## config.mk

```make
export PLATFORM = sky130hd
export DESIGN_NAME = gbds_ctrl
export DESIGN_NICKNAME = d
export VERILOG_FILES = /design/src/rtl/gbds_pkg.sv /design/src/rtl/gbds_ctrl.sv
export SDC_FILE = /design/constraint.sdc
export NUM_CORES = 1
export LEC_CHECK = 0
export BUFFER_PORTS_ARGS = -buffer_cell sky130_fd_sc_hd__buf_2
export CAP_MARGIN = 20
export CORE_AREA = 2 2 39 41
export CTS_CLUSTER_DIAMETER = 30
export DETAILED_ROUTE_END_ITERATION = 10
export DIE_AREA = 0 0 41 43
export PLACE_DENSITY_LB_ADDON = 0.15
export SETUP_SLACK_MARGIN = 0.05
export SLEW_MARGIN = 30
export SYNTH_ARGS = -nofsm -noshare
export SYNTH_HDL_FRONTEND = slang
export SYNTH_SLANG_ARGS = --single-unit
```

## constraint.sdc

```tcl
create_clock -name clk -period 1.2 [get_ports clk]
set_input_delay 0.06 -clock clk [delete_from_list [all_inputs] [get_ports clk]]
set_output_delay 0.06 -clock clk [all_outputs]
set_load 0.05 [all_outputs]
```

## src/rtl/gbds_pkg.sv

```systemverilog
`timescale 1ns / 1ps

package gbds_pkg;

    // configuration port
    localparam int CFG_INDEX_W = 2;
    localparam int CFG_DATA_W  = 11;

    localparam logic [CFG_INDEX_W-1:0] CFG_IDX_THRESHOLD = 2'd0;
    localparam logic [CFG_INDEX_W-1:0] CFG_IDX_LIMIT     = 2'd1;

    localparam int THRESHOLD_W    = 8;
    localparam int RESULT_LIMIT_W = 11;
    localparam int KEPT_COUNT_W   = 11;

    localparam logic [THRESHOLD_W-1:0]    THR_RESET   = 8'd128;
    localparam logic [THRESHOLD_W-1:0]    THR_LOW     = 8'd13;
    localparam logic [THRESHOLD_W-1:0]    THR_HIGH    = 8'd230;
    localparam logic [RESULT_LIMIT_W-1:0] LIMIT_RESET = 11'd1024;

    // overlap ratio is in 1/256 units
    localparam int IOU_SHIFT = 8;
    // centre test: 100*d^2 <= 49*s^2 on doubled centres
    localparam int CTR_SCALE_D = 100;
    localparam int CTR_SCALE_S = 49;

    localparam int OUT_TDATA_W = 16;
    localparam int OUT_TUSER_W = 2;

    typedef struct packed {
        logic load;
        logic scan;
        logic commit;
    } cmd_t;

    typedef struct packed {
        logic scan_done;
        logic pipe_empty;
        logic out_free;
        logic keep_ok;
    } status_t;

endpackage

```

## src/rtl/gbds_ctrl.sv

```systemverilog
`timescale 1ns / 1ps

module gbds_ctrl (
    input  logic             clk,
    input  logic             rst_n,
    input  logic             in_valid,
    output logic             in_ready,
    input  gbds_pkg::status_t status,
    output gbds_pkg::cmd_t    cmd
);
    import gbds_pkg::*;

    typedef enum logic [2:0] {
        ST_IDLE   = 3'b001,
        ST_SCAN   = 3'b010,
        ST_RESULT = 3'b100
    } state_t;

    state_t state_reg;
    state_t state_next;

    always_comb
    begin
        state_next = state_reg;
        cmd        = '0;
        in_ready   = 1'b0;
        case (state_reg)
            ST_IDLE:
            begin
                in_ready = 1'b1;
                if (in_valid)
                begin
                    cmd.load   = 1'b1;
                    state_next = ST_SCAN;
                end
            end
            ST_SCAN:
            begin
                cmd.scan = 1'b1;
                if (status.scan_done)
                begin
                    state_next = ST_RESULT;
                end
            end
            ST_RESULT:
            begin
                // wait here while the previous result is still unclaimed
                if (status.out_free)
                begin
                    cmd.commit = 1'b1;
                    state_next = ST_IDLE;
                end
            end
            default:
            begin
                state_next = ST_IDLE;
            end
        endcase
    end

    always_ff @(posedge clk or negedge rst_n)
    begin
        if (!rst_n)
        begin
            state_reg <= ST_IDLE;
        end
        else
        begin
            state_reg <= state_next;
        end
    end

endmodule

```

==> metrics.cfg, run 1 <==
[worst_setup_path]
start_kind = flop
r2r-start = state_reg[1]
crit_required_ns = 1.14
path_class = reg2out
path_max_fanout = 6
worstSetupStartpoint = state_reg[0]
critPathArrivalTime_ns = 1.19
end_kind = output pin

[logic_synthesis]
netlist_area_um2 = 172.7
synth_fp_nets = 22
syn_inst = 15
ys_types = 9
synth_seq_cells = 3
syn_area_per_cell_um2 = 11.51
yosysWarnings = 0
yosysSeqAreaShare_pct = 44.20

[timing]
slew_headroom_pct = 82.73
drv_slew = 0
worst_pin_slew_ns = 0.2555
setup_tns_ns = -0.1201
setup_viol = 3
grt_setup_unrepaired = true
fin_crit_sh_pct = 104.5
setup_slack_ns = -0.05386
fmax_mhz = 797.5
final-hold-violation-count = 0
min_period_ns = 1.254
finClkSkew_ns = 0.0004688

[clock_network]
cts_max_level = 1
clk_latency_ns = 0.23
cts_tree = built
clk_pin_slew_ns = 0.04
cts_max_path_buffers = 2
root_buffer = clkbuf_4
cts_sinks = 3
numCtsBuffers = 3

[finish]
mostFrequentLayoutCells = buf_2, buf_6, clkbuf_4
nFillCells = 155
multi_input_area_um2 = 122.6
regArea_um2 = 78.83
fin_nets = 39
syn2layout_area_growth_pct = 104.3
stdcell_area_um2 = 352.8
num_antenna_cells = 0
largest_register_ffs = 3
final_layout_size_suffix_gt1_share_pct = 67.74

[power_and_ir_drop]
sequentialPowerShare_pct = 24.9
swShare_pct = 41.19
clkPwrFrac_pct = 19.2
p_leak_nw = 0.1398
vdd_drop_max_mv = 0.7104
power.net_switching_uw = 371.9
p_comb_share_pct = 55.9
power.internal_uw = 531.0
power_density_nw_per_um2 = 2559

[floorplan]
die_y_um = 43
core_area_um2 = 1384
rows = 14
io_pins = 11
die_area_um2 = 1763
die_w_um = 41
initial_core_util_pct = 12.48

[placement]
gp_congestion = 0.5987
post-dp-hpwl_um = 334.1
placed_area_um2 = 269.0
numPortBuffers = 8

[grt]
gr-total-overflow = 0
grt_start_max_net_pins = 10
grt_pass1_wl_um = 745
track_usage_pct = 6.640
antenna_found_initial = 0
grt_pass1_vias = 196

[route]
wirelength_um = 428
first_pass_iters = 1
drc = 0
vias = 184
drt_iter0_drc = 0
wl_per_cell_um = 9.106
drtAntennaViolNets = 0
avgViaCountPerCell = 3.915

[run_status]
violations = setup timing
status = complete, but fails checks

[run]
max_cap_violations = 0

[hold_path]
hold_class = in2reg
holdCritStartpoint = status[3]

power by group through the flow:
stage / clock network (mW) / logic [mW] / registers [mW]
floorplan: 0 / 0.314 / 0.223
global placement: 0 / 0.408 / 0.227
detailed placement: 0 / 0.410 / 0.231
CTS: 0.187 / 0.500 / 0.228
global route: 0.197 / 0.535 / 0.238
finish: 0.174 / 0.504 / 0.225
through the flow:
step | instances | util [%] | setup WS [ns] | power [mW] | hold WS, ns
global placement | 40 | 19.44 | 0.08305 | 0.6346 | -0.1459
global route | 47 | 25.50 | -0.09681 | 0.9700 | 0.1304
floorplan | 15 | - | 0.04443 | 0.5373 | -0.2356
finish | 47 | 25.50 | -0.05386 | 0.9029 | 0.09956
detailed placement | 40 | 19.44 | 0.07679 | 0.6409 | -0.1442
CTS | 46 | 24.68 | -0.07159 | 0.9155 | 0.09472
cells by family after synthesis:
logic type / synth area share [%]
and+or+nand+nor: 49.99
DFF: 44.21
AOI/OAI and AO/OA: 5.797
repair_timing:
action / CTS / global route
setup endpoints to repair: 4 / 4
gates resized for setup: 9 / 1
gates cloned: 0 / 0
pin swaps: 2 / 1
hold buffers: 1 / 0
hold endpoints to repair: 3 / 0
setup buffers: 1 / 1
path summary, 6_finish.rpt:
path,end,slack [ns],cells past startpoint
setup / recovery,cmd[2],-0.05,2
hold / removal,state_reg[1],0.1,3
hold reg to reg,state_reg[2],0.56,1
min in group asynchronous,state_reg[1],0.14,2
max in group asynchronous,state_reg[0],0.87,2
setup reg to reg,state_reg[2],0.13,2
final cells by class:
| class | count | share of cell area [%] |
|---|---|---|
| timing repair buffer | 12 | 29.79 |
| clock buffer | 4 | 7.447 |
| sequential | 3 | 22.34 |
| multi-input combinational | 12 | 34.75 |
| tap | 16 | 5.674 |
cells in the mapped netlist:
cell type	instances	area (um2)
a21oi_1	2	10.01
and4bb_2	2	25.02
dfrtp_1	2	50.05
dfstp_2	1	26.28
nand3b_1	2	15.01
nor3_1	1	5.000
nor3b_1	2	15.01
nor4b_1	1	8.760
or3b_1	2	17.52
worst max-delay path, stage by stage (launching register included):
cell	delay, ns
dfstp_2	0.56
and4bb_4	0.25
buf_8	0.14
layer usage:
| metal | track usage, % | wire length (um) | vias to the layer above |
|---|---|---|---|
| met5 | 0 | 0 | - |
| met1 | 7.120 | 175 | 86 |
| met2 | 9.063 | 205 | 7 |
| li1 | - | - | 91 |
| met4 | 6.000 | 0 | 0 |
| met3 | 3.141 | 48 | 0 |
Note: power is estimated with default switching activity, not from simulation.
==> run 2, diff against run 1 <==
clock period = 1.4 ns   (was 1.2 ns; I/O delays follow)
==> run 2 against run 1 <==
Net effect: the flow now finishes without violations; design area fell by 12%; register-to-register slack gained 0.12 ns; worst hold slack gained 0.020 ns; sequential power is 16% lower.
==> metrics.cfg, run 2 (same netlist as run 1, synthesis figures left out) <==
[run_status]
status = finished, final reports clean

[floorplan]
initial_core_util_pct = 12.48
die_y_um = 43
rows = 14
die_area_um2 = 1763
io_pins = 11
core_area_um2 = 1384
die_w_um = 41

[route]
drt_iter0_drc = 0
first_pass_iters = 1
drc = 0
vias = 186
drtAntennaViolNets = 0
wl_per_cell_um = 9.957
avgViaCountPerCell = 4.043
wirelength_um = 458

[timing]
setup_viol = 0
whs_ns = 0.1191
slew_headroom_pct = 82.70
final-hold-violation-count = 0
setup_slack_ns = 0.07734
min_period_ns = 1.323
grt_setup_unrepaired = true
drv_slew = 0
setup_tns_ns = 0
worst_pin_slew_ns = 0.2559
finClkSkew_ns = 0.002133
fmax_mhz = 756.1
fin_crit_sh_pct = 94.48

[power_and_ir_drop]
vdd_drop_max_mv = 0.6148
p_leak_nw = 0.1269
power_density_nw_per_um2 = 2252

[worst_setup_path]
path_class = reg2out
end_kind = output pin
r2r_end = state_reg[0]
path_max_fanout = 8
r2r_cells = 3
crit_required_ns = 1.33
start_kind = flop
r2r-start = state_reg[2]
reg2reg_setup_slack_ns = 0.25
critPathArrivalTime_ns = 1.25

[grt]
track_usage_pct = 7.121
antenna_found_initial = 0
grt_start_max_net_pins = 10
gr-total-overflow = 0
grt_pass1_wl_um = 759
grt_pass1_vias = 190

[finish]
final_common_cell = clkbuf_4
final_layout_size_suffix_gt1_share_pct = 63.33
fin_nets = 38
mostFrequentLayoutCells = clkbuf_4, buf_2, buf_4
layout.cells.non_filler = 46
stdcell_area_um2 = 309.0
syn2layout_area_growth_pct = 78.98
largest_register_ffs = 3
num_antenna_cells = 0

[clock_network]
cts_sinks = 3
clk_pin_slew_ns = 0.04
clk_latency_ns = 0.23
numCtsBuffers = 3
root_buffer = clkbuf_4
cts_tree = built
cts_max_path_buffers = 2
cts_max_level = 1

[hold_path]
hold_path_depth = 3
hold_class = in2reg
hold_path_end = state_reg[1]
holdCritStartpoint = status[3]

[run]
max_cap_violations = 0

[placement]
preCtsSetupSlack_ns = 0.2397
numPortBuffers = 8
dp_cells = 39
gp_congestion = 0.6742
placed_area_um2 = 242.7

-- run 2: changes by cell type in the layout (fill, tap and decap cells not counted), sizes merged --
cell and change:
clkbuf +2, buf -3
-- run 2: worst max-delay path by stage --
stage / startpoint / cells after the start / slack, ns / endpoint
2_1_floorplan: state_reg[1] / 2 / 0.02 / state_reg[0]
3_3_place_gp: state_reg[0] / 2 / 0.24 / cmd[2]
3_5_place_dp: state_reg[0] / 2 / 0.24 / cmd[2]
4_1_cts: state_reg[0] / 2 / 0.05 / cmd[0]
5_1_grt: state_reg[0] / 2 / 0.04 / cmd[0]
6_report: state_reg[0] / 2 / 0.08 / cmd[0]
-- run 2: final cells by class --
class / count / area (um2)
flip-flops and latches: 3 / 77.57
repair buffers: 11 / 78.83
clock buffers: 4 / 26.28
multi-input cells: 12 / 106.4
well taps: 16 / 20.02
fillers: 166 / 1075
-- run 2: routing by layer --
metal	track usage, %	part of all wire, %	vias up
met5	0	0	-
met4	12.00	3.7	0
met3	0	5.7	2
met2	8.750	47	8
met1	8.013	43	85
li1	-	-	91
-- run 2: timing repair --
item                                    CTS  global route
setup buffers                             0             2
gates resized for setup                   3             3
hold buffers                              1             0
pin swaps                                 0             1
endpoints found under the hold margin     3             0
endpoints found under the setup margin    2             4
-- run 2: where the power goes --
| group | internal, mW | total, mW | switching [mW] |
|---|---|---|---|
| clock | 0.107 | 0.153 | 0.0457 |
| combinational | 0.158 | 0.353 | 0.196 |
| sequential | 0.130 | 0.190 | 0.0596 |
| total | 0.395 | 0.696 | 0.301 |
-- run 2: stage by stage --
| step | utilization (%) | total power [mW] |
|---|---|---|
| after floorplan | - | 0.4086 |
| after detailed placement | 17.54 | 0.4780 |
| after global placement | 17.54 | 0.4787 |
| after global routing | 22.33 | 0.7490 |
| final | 22.33 | 0.6959 |
| after CTS | 20.80 | 0.6722 |
-- run 2: worst max-delay path, cell delays in order, from the launching register on --
cell	delay (ns)
dfstp_2	0.58
and4bb_2	0.23
clkbuf_4	0.21
==> run 3, diff against run 2 <==
==> constraint.sdc (replaced) <==
create_clock -name clk -period 1.4 [get_ports clk]
set_input_delay 0.21 -clock clk [delete_from_list [all_inputs] [get_ports clk]]
set_output_delay 0.21 -clock clk [all_outputs]
set_load 0.05 [all_outputs]
==> run 3 against run 2 <==
Net effect: the flow now finishes with violations (setup timing); critical endpoint is now cmd[2]; sequential share of layout area fell by 1.8 points; die area did not move; design area rose by 9.3%; count of clock-buffer cells in the layout did not move; cell count did not move; combinational power rose by 24%; utilization rose by 2.1 points; via count fell by 2.7%; clock skew barely moved; global-route usage fell by 0.28 points; register-to-register slack got worse by 0.03 ns; total power rose by 12%.
==> metrics.cfg, run 3 (same netlist as run 1, synthesis figures left out) <==
[finish]
final_layout_size_suffix_gt1_share_pct = 66.67
mostFrequentLayoutCells = buf_2, clkbuf_4, buf_6
largest_register_ffs = 3
final_common_cell = buf_2
syn2layout_area_growth_pct = 95.65
fin_nets = 38
stdcell_area_um2 = 337.8
num_antenna_cells = 0
fin_util_pct = 24.41

[clock_network]
cts_sinks = 3
cts_max_path_buffers = 2
clk_pin_slew_ns = 0.04
numCtsBuffers = 3
cts_max_level = 1
cts_tree = built
root_buffer = clkbuf_4
clk_latency_ns = 0.24

[worst_setup_path]
start_kind = flop
cpMaxStageDelayCell = dfrtp_2
crit_family = flip-flops
worstSetupStartpoint = state_reg[2]
r2r-start = state_reg[1]
cpPeakStageDelay_ns = 0.46
crit_buf_inv = 1
reg2reg_setup_slack_ns = 0.22
r2r_cells = 3
critical_path.endpoint = cmd[2]
cp.depth = 2
path_cells = and4bb_2, buf_8
path_class = reg2out
r2r_end = state_reg[2]
end_kind = output pin
path_max_fanout = 8
crit_required_ns = 1.19
critPathArrivalTime_ns = 1.20

[grt]
antenna_found_initial = 0
track_usage_pct = 6.841
grt_start_max_net_pins = 9
gr-total-overflow = 0
grt_pass1_wl_um = 745
grt_pass1_vias = 197

[floorplan]
die_area_um2 = 1763
die_y_um = 43
core_area_um2 = 1384
initial_core_util_pct = 12.48
die_w_um = 41
rows = 14
io_pins = 11

[placement]
placed_area_um2 = 262.8
preCtsSetupSlack_ns = 0.1143
numPortBuffers = 8
gp_congestion = 0.6869

[timing]
setup_viol = 1
slew_headroom_pct = 83.19
fmax_mhz = 710.1
worst_pin_slew_ns = 0.2486
final-hold-violation-count = 0
grt_setup_unrepaired = true
setup_slack_ns = -0.008214
drv_slew = 0
min_period_ns = 1.408
fin_crit_sh_pct = 100.6
finClkSkew_ns = 0.002386

[route]
drtAntennaViolNets = 0
vias = 181
wirelength_um = 454
drc = 0
avgViaCountPerCell = 3.935
drt_iter0_drc = 1
first_pass_iters = 2
wl_per_cell_um = 9.870

[power_and_ir_drop]
vdd_drop_max_mv = 0.5353
power.internal_uw = 450.3
p_leak_nw = 0.1324
swShare_pct = 42.06
power.net_switching_uw = 326.9
clkPwrFrac_pct = 20.0
sequentialPowerShare_pct = 23.7
p_comb_share_pct = 56.3
power_density_nw_per_um2 = 2301
total_power_uw = 777.2

[hold_path]
hold_path_depth = 3
hold_class = in2reg

[run_status]
violations = setup timing
status = complete, but fails checks

[run]
max_cap_violations = 0

-- run 3: power by group through the flow --
stage | Clock (mW) | Combinational, mW | Sequential [mW]
after CTS | 0.162 | 0.428 | 0.185
after global placement | 0 | 0.349 | 0.188
after global routing | 0.172 | 0.458 | 0.193
after floorplan | 0 | 0.263 | 0.186
after detailed placement | 0 | 0.348 | 0.186
final | 0.155 | 0.438 | 0.184
-- run 3: timing repair --
action	CTS	global route
gates resized for setup	10	1
pin swaps	1	2
hold buffers	1	0
setup endpoints to repair	4	4
hold endpoints to repair	3	0
setup buffers	1	0
-- run 3: how the worst min path moves through the flow --
stage,startpoint,end,slack (ns)
floorplan,rst_n,state_reg[1],-0.09
global placement,rst_n,state_reg[1],0.007
detailed placement,rst_n,state_reg[2],0.008
CTS,status[3],state_reg[1],0.24
global route,status[3],state_reg[1],0.26
finish,status[3],state_reg[1],0.24
-- run 3: layout make-up --
type	instances	area, um2
Multi-Input combinational cell	12	118.9
Sequential cell	3	78.83
Clock buffer	4	26.28
Tap cell	16	20.02
Fill cell	157	1046
Timing Repair Buffer	11	93.84
-- run 3: per-layer routing --
metal  GRT usage [%]  up-vias  share of wire, %
met1           7.443       85                40
met3           3.141        2               3.1
li1                -       89                 -
met5               0        -                 0
met2           8.438        5                53
met4           8.000        0               3.1
-- run 3: worst reg2reg max path, stage by stage, from the launching register on --
cell	delay, ns
dfrtp_2	0.45
buf_4	0.16
or3b_1	0.36
a21oi_1	0.13
-- run 3: metrics by stage --
step	hold WS [ns]	TNS (ns)	std cells
after global placement	0.006932	0	40
after detailed placement	0.007667	0	40
after floorplan	-0.08559	0	15
final	0.2427	-0.008214	46
after CTS	0.2375	-0.01587	46
after global routing	0.2556	-0.06339	46
